--- src/rtl/bpes_pkg.sv ---
`timescale 1ns / 1ps
// bpes_pkg: shared constants and types for the base pairing energy score block
// depends on nothing; imported by base_pairing_energy_score_top and the testbench

package bpes_pkg;

    // stream field widths
    localparam int DIST_W   = 16;
    localparam int NDIST    = 9;
    localparam int TYPE_W   = 2;
    localparam int ENERGY_W = 40;
    localparam int STATUS_W = 2;

    // configuration port
    localparam int CFG_DATA_W = 64;
    localparam int CFG_ADDR_W = 5;
    localparam int ROW_W      = 48;
    localparam int WEIGHT_W   = 16;

    // register indexes (byte address is 8 times the index)
    localparam logic [1:0] REG_REF_ROW0    = 2'd0;
    localparam logic [1:0] REG_REF_ROW1    = 2'd1;
    localparam logic [1:0] REG_REF_ROW2    = 2'd2;
    localparam logic [1:0] REG_PAIR_WEIGHT = 2'd3;

    localparam logic signed [WEIGHT_W-1:0] WEIGHT_RESET = 16'sd256;

    // result status codes
    localparam logic [STATUS_W-1:0] STATUS_SCORED    = 2'd0;
    localparam logic [STATUS_W-1:0] STATUS_WINDOW    = 2'd1;
    localparam logic [STATUS_W-1:0] STATUS_DEVIATION = 2'd2;

    // distance windows, raw q8.8, both bounds open
    localparam logic [DIST_W-1:0] WIN0_LO = 16'd3712;
    localparam logic [DIST_W-1:0] WIN0_HI = 16'd4480;
    localparam logic [DIST_W-1:0] WIN1_LO = 16'd2432;
    localparam logic [DIST_W-1:0] WIN1_HI = 16'd3712;

    // largest deviation magnitude whose square stays at or below one
    localparam logic [DIST_W:0] DEV_LIMIT = 17'd256;

    // internal widths
    localparam int MAG_W   = 9;   // deviation magnitude, at most 256
    localparam int SQ_W    = 17;  // square, at most 65536
    localparam int SUM_W   = 20;  // nine squares
    localparam int BASE_W  = 24;  // -100 + sum in q16.16
    localparam int HALF_W  = 3;   // type factor in halves
    localparam int SCALE_W = 27;  // base times halves
    localparam int PROD_W  = 43;  // scaled base times weight, 25 fraction bits
    localparam int SHIFT   = 9;

    localparam logic signed [BASE_W-1:0] OFFSET_Q16 = -24'sd6553600;

    // type factor in halves: 2, 3, 1 or 0.5
    localparam logic [HALF_W-1:0] HALVES_TWO   = 3'd4;
    localparam logic [HALF_W-1:0] HALVES_THREE = 3'd6;
    localparam logic [HALF_W-1:0] HALVES_ONE   = 3'd2;
    localparam logic [HALF_W-1:0] HALVES_HALF  = 3'd1;

    // side information that rides along with each beat in the pipeline
    typedef struct packed {
        logic [STATUS_W-1:0] status;
        logic [HALF_W-1:0]   halves;
    } bpes_ctl_t;

endpackage

--- src/rtl/base_pairing_energy_score_top.sv ---
`timescale 1ns / 1ps
// base_pairing_energy_score_top: five-stage pipelined pairing energy scorer
// depends on bpes_pkg
//
// usage
//   input stream (s_*): one beat carries a 3x3 q8.8 distance matrix in s_tdata
//   and both base types in s_tuser. output stream (m_*): one beat per input beat,
//   energy (signed, 16 fraction bits) in m_tdata and status in m_tuser
//   (0 scored, 1 outside distance window, 2 deviation above one, energy 0 then).
//   the apb port holds three reference rows and the signed q8.8 weight at byte
//   addresses 0, 8, 16 and 24; write it only while the stream is idle.
// throughput
//   one beat per cycle sustained while m_tready stays high.
//   stages: deviations and window check, squares, sum, type factor, weight
//   multiply; the 27x16 weight multiplier sets the longest stage.
// reset
//   rst_n clears all valid bits and loads the reset register values
//   (rows zero, weight 1.0); beats still in flight at reset are dropped.
// stalls
//   each stage holds its beat while the next is full and stalled, and empty
//   stages keep filling, so s_tready drops only when all five stages are full.

module base_pairing_energy_score_top
    import bpes_pkg::*;
(
    input  logic                      clk,
    input  logic                      rst_n,

    // input stream
    input  logic                      s_tvalid,
    output logic                      s_tready,
    // dist_00, dist_01, dist_02, dist_10, dist_11, dist_12, dist_20, dist_21, dist_22
    input  logic [NDIST*DIST_W-1:0]   s_tdata,
    // first_type, second_type
    input  logic [2*TYPE_W-1:0]       s_tuser,

    // output stream
    output logic                      m_tvalid,
    input  logic                      m_tready,
    // energy
    output logic [ENERGY_W-1:0]       m_tdata,
    // status
    output logic [STATUS_W-1:0]       m_tuser,

    // configuration port
    input  logic                      psel,
    input  logic                      penable,
    input  logic                      pwrite,
    input  logic [CFG_ADDR_W-1:0]     paddr,
    input  logic [CFG_DATA_W-1:0]     pwdata,
    output logic [CFG_DATA_W-1:0]     prdata,
    output logic                      pready
);

    // ------------------------------------------------------------------
    // configuration registers
    // ------------------------------------------------------------------
    logic [ROW_W-1:0]           ref_row_reg [3];
    logic signed [WEIGHT_W-1:0] weight_reg;
    logic                       cfg_write;
    logic [1:0]                 cfg_index;

    assign pready    = 1'b1;
    assign cfg_write = psel & penable & pwrite;
    assign cfg_index = paddr[4:3];

    always_ff @(posedge clk or negedge rst_n)
    begin
        if (!rst_n)
        begin
            ref_row_reg[0] <= '0;
            ref_row_reg[1] <= '0;
            ref_row_reg[2] <= '0;
            weight_reg     <= WEIGHT_RESET;
        end
        else if (cfg_write)
        begin
            unique case (cfg_index)
                REG_REF_ROW0:    ref_row_reg[0] <= pwdata[ROW_W-1:0];
                REG_REF_ROW1:    ref_row_reg[1] <= pwdata[ROW_W-1:0];
                REG_REF_ROW2:    ref_row_reg[2] <= pwdata[ROW_W-1:0];
                REG_PAIR_WEIGHT: weight_reg     <= $signed(pwdata[WEIGHT_W-1:0]);
                default:         ;
            endcase
        end
    end

    // read back, rows zero extended, weight sign extended
    always_comb
    begin
        unique case (cfg_index)
            REG_REF_ROW0:    prdata = CFG_DATA_W'(ref_row_reg[0]);
            REG_REF_ROW1:    prdata = CFG_DATA_W'(ref_row_reg[1]);
            REG_REF_ROW2:    prdata = CFG_DATA_W'(ref_row_reg[2]);
            REG_PAIR_WEIGHT: prdata = CFG_DATA_W'(weight_reg);
            default:         prdata = '0;
        endcase
    end

    // ------------------------------------------------------------------
    // pipeline handshake: a stage takes a new beat when empty or when the
    // stage after it moves on
    // ------------------------------------------------------------------
    logic v1_reg, v2_reg, v3_reg, v4_reg, v5_reg;
    logic rdy1, rdy2, rdy3, rdy4, rdy5;

    assign rdy5     = !v5_reg || m_tready;
    assign rdy4     = !v4_reg || rdy5;
    assign rdy3     = !v3_reg || rdy4;
    assign rdy2     = !v2_reg || rdy3;
    assign rdy1     = !v1_reg || rdy2;
    assign s_tready = rdy1;
    assign m_tvalid = v5_reg;

    always_ff @(posedge clk or negedge rst_n)
    begin
        if (!rst_n)
        begin
            v1_reg <= 1'b0;
            v2_reg <= 1'b0;
            v3_reg <= 1'b0;
            v4_reg <= 1'b0;
            v5_reg <= 1'b0;
        end
        else
        begin
            if (rdy1) v1_reg <= s_tvalid;
            if (rdy2) v2_reg <= v1_reg;
            if (rdy3) v3_reg <= v2_reg;
            if (rdy4) v4_reg <= v3_reg;
            if (rdy5) v5_reg <= v4_reg;
        end
    end

    // ------------------------------------------------------------------
    // stage 1: deviations against the (possibly transposed) reference,
    // window check, type factor
    // ------------------------------------------------------------------
    logic [TYPE_W-1:0] first_type, second_type;
    logic              transpose;
    logic [DIST_W-1:0] dist_in [NDIST];
    logic [DIST_W-1:0] ref_d  [NDIST];
    logic [NDIST-1:0]  over;
    logic [MAG_W-1:0]  mag    [NDIST];
    logic              in_window;
    logic [TYPE_W:0]   type_sum;
    bpes_ctl_t         ctl1_next;

    assign first_type  = s_tuser[TYPE_W-1:0];
    assign second_type = s_tuser[2*TYPE_W-1:TYPE_W];
    // first types 1 and 3 read the reference column by column
    assign transpose   = first_type[0];

    for (genvar r = 0; r < 3; r++)
    begin : g_row
        for (genvar c = 0; c < 3; c++)
        begin : g_col
            logic signed [DIST_W:0] diff;
            logic [DIST_W:0]        absd;

            assign dist_in[r*3+c] = s_tdata[(r*3+c)*DIST_W +: DIST_W];
            assign ref_d[r*3+c] = transpose ? ref_row_reg[c][r*DIST_W +: DIST_W]
                                            : ref_row_reg[r][c*DIST_W +: DIST_W];
            assign diff = $signed({1'b0, dist_in[r*3+c]}) - $signed({1'b0, ref_d[r*3+c]});
            assign absd = diff[DIST_W] ? 17'(-diff) : 17'(diff);
            assign over[r*3+c] = absd > DEV_LIMIT;
            assign mag[r*3+c]  = over[r*3+c] ? '0 : absd[MAG_W-1:0];
        end
    end

    assign in_window = (dist_in[0] > WIN0_LO) && (dist_in[0] < WIN0_HI) &&
                       (dist_in[4] > WIN1_LO) && (dist_in[4] < WIN1_HI);
    assign type_sum  = {1'b0, first_type} + {1'b0, second_type};

    always_comb
    begin
        if (!in_window)
            ctl1_next.status = STATUS_WINDOW;
        else if (|over)
            ctl1_next.status = STATUS_DEVIATION;
        else
            ctl1_next.status = STATUS_SCORED;

        // sum one: types 0/1; sum five: types 2/3; product two: types 1/2
        if (type_sum == 3'd1)
            ctl1_next.halves = HALVES_TWO;
        else if (type_sum == 3'd5)
            ctl1_next.halves = HALVES_THREE;
        else if ((first_type == 2'd1 && second_type == 2'd2) ||
                 (first_type == 2'd2 && second_type == 2'd1))
            ctl1_next.halves = HALVES_ONE;
        else
            ctl1_next.halves = HALVES_HALF;
    end

    logic [MAG_W-1:0] mag1_reg [NDIST];
    bpes_ctl_t        ctl1_reg;

    always_ff @(posedge clk)
    begin
        if (rdy1)
        begin
            mag1_reg <= mag;
            ctl1_reg <= ctl1_next;
        end
    end

    // ------------------------------------------------------------------
    // stage 2: nine small squares in parallel
    // ------------------------------------------------------------------
    logic [SQ_W-1:0] sq2_next [NDIST];
    logic [SQ_W-1:0] sq2_reg  [NDIST];
    bpes_ctl_t       ctl2_reg;

    for (genvar k = 0; k < NDIST; k++)
    begin : g_sq
        logic [2*MAG_W-1:0] sq_full;
        assign sq_full     = mag1_reg[k] * mag1_reg[k];
        assign sq2_next[k] = sq_full[SQ_W-1:0];
    end

    always_ff @(posedge clk)
    begin
        if (rdy2)
        begin
            sq2_reg  <= sq2_next;
            ctl2_reg <= ctl1_reg;
        end
    end

    // ------------------------------------------------------------------
    // stage 3: sum of squares minus 100 in q16.16
    // ------------------------------------------------------------------
    logic [SUM_W-1:0]         sum3;
    logic signed [BASE_W-1:0] base3_reg;
    bpes_ctl_t                ctl3_reg;

    assign sum3 = ((SUM_W'(sq2_reg[0]) + SUM_W'(sq2_reg[1])) +
                   (SUM_W'(sq2_reg[2]) + SUM_W'(sq2_reg[3]))) +
                  ((SUM_W'(sq2_reg[4]) + SUM_W'(sq2_reg[5])) +
                   (SUM_W'(sq2_reg[6]) + SUM_W'(sq2_reg[7]))) +
                  SUM_W'(sq2_reg[8]);

    always_ff @(posedge clk)
    begin
        if (rdy3)
        begin
            base3_reg <= OFFSET_Q16 + $signed({{(BASE_W-SUM_W){1'b0}}, sum3});
            ctl3_reg  <= ctl2_reg;
        end
    end

    // ------------------------------------------------------------------
    // stage 4: type factor in halves
    // ------------------------------------------------------------------
    logic signed [SCALE_W-1:0] scale4_next;
    logic signed [SCALE_W-1:0] scale4_reg;
    bpes_ctl_t                 ctl4_reg;

    assign scale4_next = SCALE_W'(base3_reg) *
                         $signed({{(SCALE_W-HALF_W){1'b0}}, ctl3_reg.halves});

    always_ff @(posedge clk)
    begin
        if (rdy4)
        begin
            scale4_reg <= scale4_next;
            ctl4_reg   <= ctl3_reg;
        end
    end

    // ------------------------------------------------------------------
    // stage 5: weight multiply, drop 9 fraction bits (floor), output register
    // ------------------------------------------------------------------
    logic signed [PROD_W-1:0] prod5;
    logic [ENERGY_W-1:0]      energy5;
    logic [ENERGY_W-1:0]      energy_reg;
    logic [STATUS_W-1:0]      status_reg;

    assign prod5   = PROD_W'(scale4_reg) * PROD_W'(weight_reg);
    assign energy5 = {{(ENERGY_W-(PROD_W-SHIFT)){prod5[PROD_W-1]}}, prod5[PROD_W-1:SHIFT]};

    always_ff @(posedge clk)
    begin
        if (rdy5)
        begin
            energy_reg <= (ctl4_reg.status == STATUS_SCORED) ? energy5 : '0;
            status_reg <= ctl4_reg.status;
        end
    end

    assign m_tdata = energy_reg;
    assign m_tuser = status_reg;

endmodule

--- config.mk ---
export PLATFORM = sky130hd
export DESIGN_NAME = base_pairing_energy_score_top
export DESIGN_NICKNAME = d
export VERILOG_FILES = /design/src/rtl/bpes_pkg.sv /design/src/rtl/base_pairing_energy_score_top.sv
export SDC_FILE = /design/constraint.sdc
export NUM_CORES = 2
export LEC_CHECK = 0
export ABC_AREA = 1
export ABC_CLOCK_PERIOD_IN_PS = 7300
export BUFFER_PORTS_ARGS = -buffer_cell sky130_fd_sc_hd__buf_2
export CORE_ASPECT_RATIO = 1.5
export CORE_MARGIN = 2
export CORE_UTILIZATION = 65
export CTS_BUF_LIST = sky130_fd_sc_hd__clkbuf_8
export CTS_CLUSTER_DIAMETER = 40
export DETAILED_ROUTE_END_ITERATION = 10
export PLACE_DENSITY = 0.86
export SLEW_MARGIN = 20
export SYNTH_ARGS = -nofsm -noshare
export SYNTH_HDL_FRONTEND = slang
export SYNTH_SLANG_ARGS = --single-unit
--- constraint.sdc ---
create_clock -name clk -period 7.3 [get_ports clk]
set_clock_uncertainty 0.2 [all_clocks]
set_input_delay 0.365 -clock clk [delete_from_list [all_inputs] [get_ports clk]]
set_output_delay 0.365 -clock clk [all_outputs]
set_load 0.01 [all_outputs]
== Word-level counts from Yosys, hierarchy flattened ==
Cells that the tools add are included.

* Register bits after elaboration: 503

* Multiplexer cells: 19
* Add/sub/neg operators: 28
* $mul: 11
* Bitwise operators: 2
* Reductions and logical operators: 24
* Magnitude comparators: 13
* Equal/unequal tests: 9

{| class="wikitable"
|+ Operators by type and width
! kind !! count
|-
| 64-bit one-hot mux with 4 select lines || 1
|-
| 17-bit by 9-bit > comparator with 1-bit output, second input constant || 9
|-
| 9-bit by 9-bit multiplier with 17-bit output || 9
|-
| 17-bit 2-to-1 mux || 9
|-
| 17-bit negator || 9
|-
| 16-bit by 16-bit subtractor with 17-bit output || 9
|-
| 16-bit 2-to-1 mux || 6
|-
| 17-bit by 17-bit adder with 18-bit output || 4
|-
| 27-bit by 16-bit multiplier with 43-bit output || 1
|-
| 18-bit by 18-bit adder with 19-bit output || 2
|-
| 16-bit by 12-bit > comparator with 1-bit output, second input constant || 2
|-
| 24-bit by 4-bit multiplier with 27-bit output || 1
|-
| 24-bit by 21-bit adder with 24-bit output, first input constant || 1
|-
| 19-bit by 19-bit adder with 20-bit output || 1
|-
| 20-bit by 17-bit adder with 20-bit output || 1
|-
| 16-bit by 12-bit less-than comparator with 1-bit output, second input constant || 1
|-
| 16-bit by 13-bit less-than comparator with 1-bit output, second input constant || 1
|-
| 9-bit OR reduction || 1
|-
| 2-bit == test, second input constant || 4
|-
| 2-bit AND reduction || 4
|-
| 2-bit by 1-bit == test with 1-bit output, second input constant || 3
|-
| 1-bit logical OR || 6
|-
| 2-bit 2-to-1 mux || 3
|-
| 1-bit logical AND || 5
|-
| other kinds (7) || 13
|}

== Depth between registers and ports, before layout ==
* Word-level depth: 7
* Mapped depth: 30
* Gate-level depth less buffers: 28

== Worst setup path before layout ==
Ideal clock, no wire load.

* Path kind: register to register
* Start: register weight_reg[8]
* End: register energy_reg[28] (netlist: m_tdata[28]), data pin
* Setup time: 0.260 ns
* Arrival time: 5.974 ns
* Stages on the path, launching flop included: 29
* Data required time: 6.840 ns
* Clock period less this slack: 6.434 ns
* Path slack: 0.866 ns
* Cell sequence: dfstp_2 clkbuf_1 clkbuf_1 nand2_1 fa_1 inv_1 fa_1 inv_1 fa_1 inv_1 fa_1 fa_1 inv_1 fa_1 inv_1 ha_1 a21oi_1 o21ai_0 a21oi_1 o21ai_0 a21oi_1 inv_1 a21boi_0 inv_1 a21oi_1 inv_1 a21o_1 o21ai_0 a21oi_1

* Word-level cells in the longest chain between the ends: 1

{| class="wikitable"
|+ RTL lines
! item !! RTL line !! source
|-
| start: declaration || base_pairing_energy_score_top.sv:59 || <nowiki>logic signed [WEIGHT_W-1:0] weight_reg;</nowiki>
|-
| start signal: assignment || base_pairing_energy_score_top.sv:82 || <nowiki>REG_PAIR_WEIGHT: weight_reg <= $signed(pwdata[WEIGHT_W-1:0]);</nowiki>
|-
| 27-bit by 16-bit multiplier with 43-bit output || base_pairing_energy_score_top.sv:280 || <nowiki>assign prod5 = PROD_W'(scale4_reg) * PROD_W'(weight_reg);</nowiki>
|-
| end signal: assignment || base_pairing_energy_score_top.sv:287 || <nowiki>energy_reg <= (ctl4_reg.status == STATUS_SCORED) ? energy5 : '0;</nowiki>
|-
| end: declaration || base_pairing_energy_score_top.sv:277 || <nowiki>logic [ENERGY_W-1:0] energy_reg;</nowiki>
|}

No other way between the ends.
A chain may end at the register's enable or synchronous reset.

== Worst setup path in the final report ==
* Start: register weight_reg[12]
* End: register energy_reg[27] (netlist: m_tdata[27]), data pin

Same word-level chain as after synthesis.

==> results by group <==
Global route
  – Overflow after GRT: 0
  – Number of global-route vias before repair: 63.9k
  – Global-route wire length before repair: 335000 um
  – GRT Resource Usage Total: 0.390
  – Largest net degree at the start of global routing: 101
  – Number of antenna violations at the first check in global routing: 34

Cells and area
  – Nets@finish: 11.4k
  – Max FFs per register: 144
  – Layout-stage area growth over the synthesis result: 7.44%
  – Share of cells above drive strength 1: 0.0792
  – Filler cell count in the final layout: 8614

Route
  – Average wire length per cell after detail routing: 19.3 um
  – Met3 layer wire length in the routed design: 15300 um
  – Total wire length: 216000 um
  – Routed length on met1: 69700 um
  – Number of remaining DRC errors: 0
  – Top routing layer in use: met5
  – Vias/cell: 5.54
  – Post-route antenna net violation count: 0
  – Count of TritonRoute iterations in the first routing pass: 9
  – Met2 wire length: 104000 um
  – Total number of vias: 62.1k
  – Violation count after the first detailed-route iteration: 4478

Yosys
  – Sequential cell area fraction in the yosys report: 0.194
  – Number of synthesized register bits: 492
  – Most used DFF post-synth: sky130_fd_sc_hd__edfxtp_1
  – EDFF count, synth: 327
  – Number of instances in the synthesized netlist: 9421
  – Syn Area/Cell: 7.62 um^2
  – Post-synth design cell area: 71800 um^2
  – Number of warnings issued by yosys: 0
  – Yosys cell types: 60
  – Post-synthesis async set-or-reset flop share: 0.335

Timing
  – Final count of hold timing violations: 0
  – Final cycle utilization of the critical path: 0.954
  – Number of setup violations in the final report: 0
  – Final Slew Violations: 0
  – Remaining max-slew budget at the tightest pin: 0.158
  – Final setup TNS: 0 ns
  – Min Clock Period, post-route: 6.96 ns
  – Slew at the pin closest to its max-slew limit: 1.25 ns
  – Final worst-path setup slack: 0.338 ns
  – Setup repair after global routing missed its margin: false
  – Highest achievable clock rate: 144 MHz

Clock tree
  – Maximum number of buffers from clock root to sink: 3
  – Worst-Skew Late Latency: 0.84 ns
  – CTS tree: done
  – Inserted Clock Buffers: 85
  – Post-CTS repair timing setup buffer count: 0
  – Clock-pin slew on the worst setup and hold paths: 0.07 ns
  – Clock Sink Count: 492
  – Cell at the root of the clock tree: sky130_fd_sc_hd__clkbuf_8
  – Number of H-tree levels: 3

Worst setup path
  – Slack of the worst reg-to-reg path: 0.34 ns
  – Path depth of the worst reg2reg path: 24
  – Crit Path Category: reg2reg
  – Endpoint kind of the worst setup timing path: flip-flop
  – Maximum net fanout on the critical path: 18
  – Crit path launch type: flip-flop
  – Endpoint required time on the critical path: 7.75 ns
  – Signal arrival time at the worst endpoint: 7.41 ns

Die
  – Initial cell density of the core: 0.654
  – Total Die Area: 113000 um^2
  – Width of the die: 275 um
  – Die height: 411 um
  – Number of standard-cell rows in the floorplan: 149
  – Placeable core region: 110000 um^2
  – Number of I/O pins: 333

Place
  – Weighted congestion reported at the end of routability-driven placement: 1.04
  – Port bufs: 312
  – Dpl hpwl: 181000 um
  – Worst slack after detailed placement: 0.279 ns

Status
  – Result of the run: finished clean

Min path
  – Class of the most critical hold timing path: in2async

Job
  – Number of max-cap violations: 0
## worst max-delay path, cell delays in order (launching register included)
cell                      delay (ns)
sky130_fd_sc_hd__dfrtp_1        0.81
sky130_fd_sc_hd__buf_4          0.37
sky130_fd_sc_hd__nand2_1        0.10
sky130_fd_sc_hd__fa_1           0.49
sky130_fd_sc_hd__inv_1          0.06
sky130_fd_sc_hd__fa_1           0.56
sky130_fd_sc_hd__fa_1           0.43
sky130_fd_sc_hd__fa_1           0.49
sky130_fd_sc_hd__fa_1           0.50
sky130_fd_sc_hd__inv_1          0.07
sky130_fd_sc_hd__fa_1           0.49
sky130_fd_sc_hd__inv_1          0.05
sky130_fd_sc_hd__ha_1           0.38
sky130_fd_sc_hd__nand2_1        0.11
sky130_fd_sc_hd__nor2_1         0.19
sky130_fd_sc_hd__inv_1          0.07
sky130_fd_sc_hd__nor2_1         0.17
sky130_fd_sc_hd__inv_1          0.08
sky130_fd_sc_hd__nor3_1         0.14
sky130_fd_sc_hd__a21oi_1        0.15
sky130_fd_sc_hd__o31ai_1        0.31
sky130_fd_sc_hd__buf_4          0.19
sky130_fd_sc_hd__a21o_1         0.13
sky130_fd_sc_hd__o21ai_0        0.07
sky130_fd_sc_hd__a21oi_1        0.17
## area by class of cell
class | count | area [um^2] | area share
Inverter | 2371 | 8910 | 0.116
Antenna cell | 31 | 77.6 | 0.00101
Multi-Input combinational cell | 6272 | 47700 | 0.619
Sequential cell | 492 | 14000 | 0.181
Clock inverter | 63 | 571 | 0.00740
Tap cell | 1434 | 1790 | 0.0233
Clock buffer | 91 | 1250 | 0.0162
Timing Repair Buffer | 456 | 2810 | 0.0365
## routing by layer
metal,up-vias,track usage
met5,-,0
met3,975,0.0744
met2,2699,0.659
met1,29400,0.392
li1,29000,-
met4,8,0.393
## cell usage after synthesis, drive strengths merged, types with 17 or more instances
library cell / count / area (um^2)
nand2: 2406 / 9230
dfrtp: 164 / 4100
inv: 2367 / 8890
nand3b: 43 / 323
clkbuf: 233 / 875
a21oi: 413 / 2100
nand3: 377 / 2090
xor2: 190 / 1690
o21a: 17 / 128
nor3: 31 / 155
nand4: 69 / 459
edfxtp: 327 / 9820
xnor2: 92 / 821
o21bai: 32 / 240
nor2: 558 / 2290
fa: 864 / 17300
buf: 56 / 357
ha: 621 / 7770
o21ai: 440 / 2210
## what timing repair did
action                                  4_1_cts  5_1_grt
hold buffers                                 60        0
gates resized for setup                       0        6
endpoints found under the setup margin        0        3
endpoints found under the hold margin       266        0
## through the flow
step	cells	cell area (um^2)	util	hold WS, ns
floorplan	9424	71800	-	-0.131
global placement	11000	74600	0.680	0.206
detailed placement	11000	74600	0.680	0.208
CTS	11200	77000	0.702	0.00508
global route	11200	77100	0.702	0.0511
finish	11200	77100	0.702	0.0231
## cell usage in the layout, fill, tap and decap left out, types with 91 or more instances in the layout
master / n
sky130_fd_sc_hd__a21oi_1: 404
sky130_fd_sc_hd__buf_2: 310
sky130_fd_sc_hd__clkbuf_8: 91
sky130_fd_sc_hd__dfrtp_1: 158
sky130_fd_sc_hd__edfxtp_1: 327
sky130_fd_sc_hd__fa_1: 864
sky130_fd_sc_hd__ha_1: 621
sky130_fd_sc_hd__inv_1: 2373
sky130_fd_sc_hd__nand2_1: 2330
sky130_fd_sc_hd__nand3_1: 339
sky130_fd_sc_hd__nor2_1: 497
sky130_fd_sc_hd__o21ai_0: 421
sky130_fd_sc_hd__xor2_1: 186
## worst paths after layout
path	startpoint	to
max reg2reg	weight_reg[12]	m_tdata[27]
min	rst_n	ref_row_reg[89]
min in group clk	s_tdata[17]	mag1_reg[64]
max in group asynchronous	rst_n	v2_reg
min reg2reg	ctl2_reg[0]	ctl3_reg[0]
max	weight_reg[12]	m_tdata[27]
## cells by family after synthesis
group	after synthesis	share of synthesized area
AO/OA/AOI/OAI	972	0.0728
XOR/XNOR	282	0.0350
adder cells (fa/ha/maj)	1485	0.349
buffers and inverters	2660	0.141
flip-flops	492	0.194
multiplexers	11	0.00173
other	2	0.000105
AND/OR/NAND/NOR	3517	0.206
Power is not shown: default switching activity piles up to over one toggle a cycle in this logic, so the estimate is an artifact.
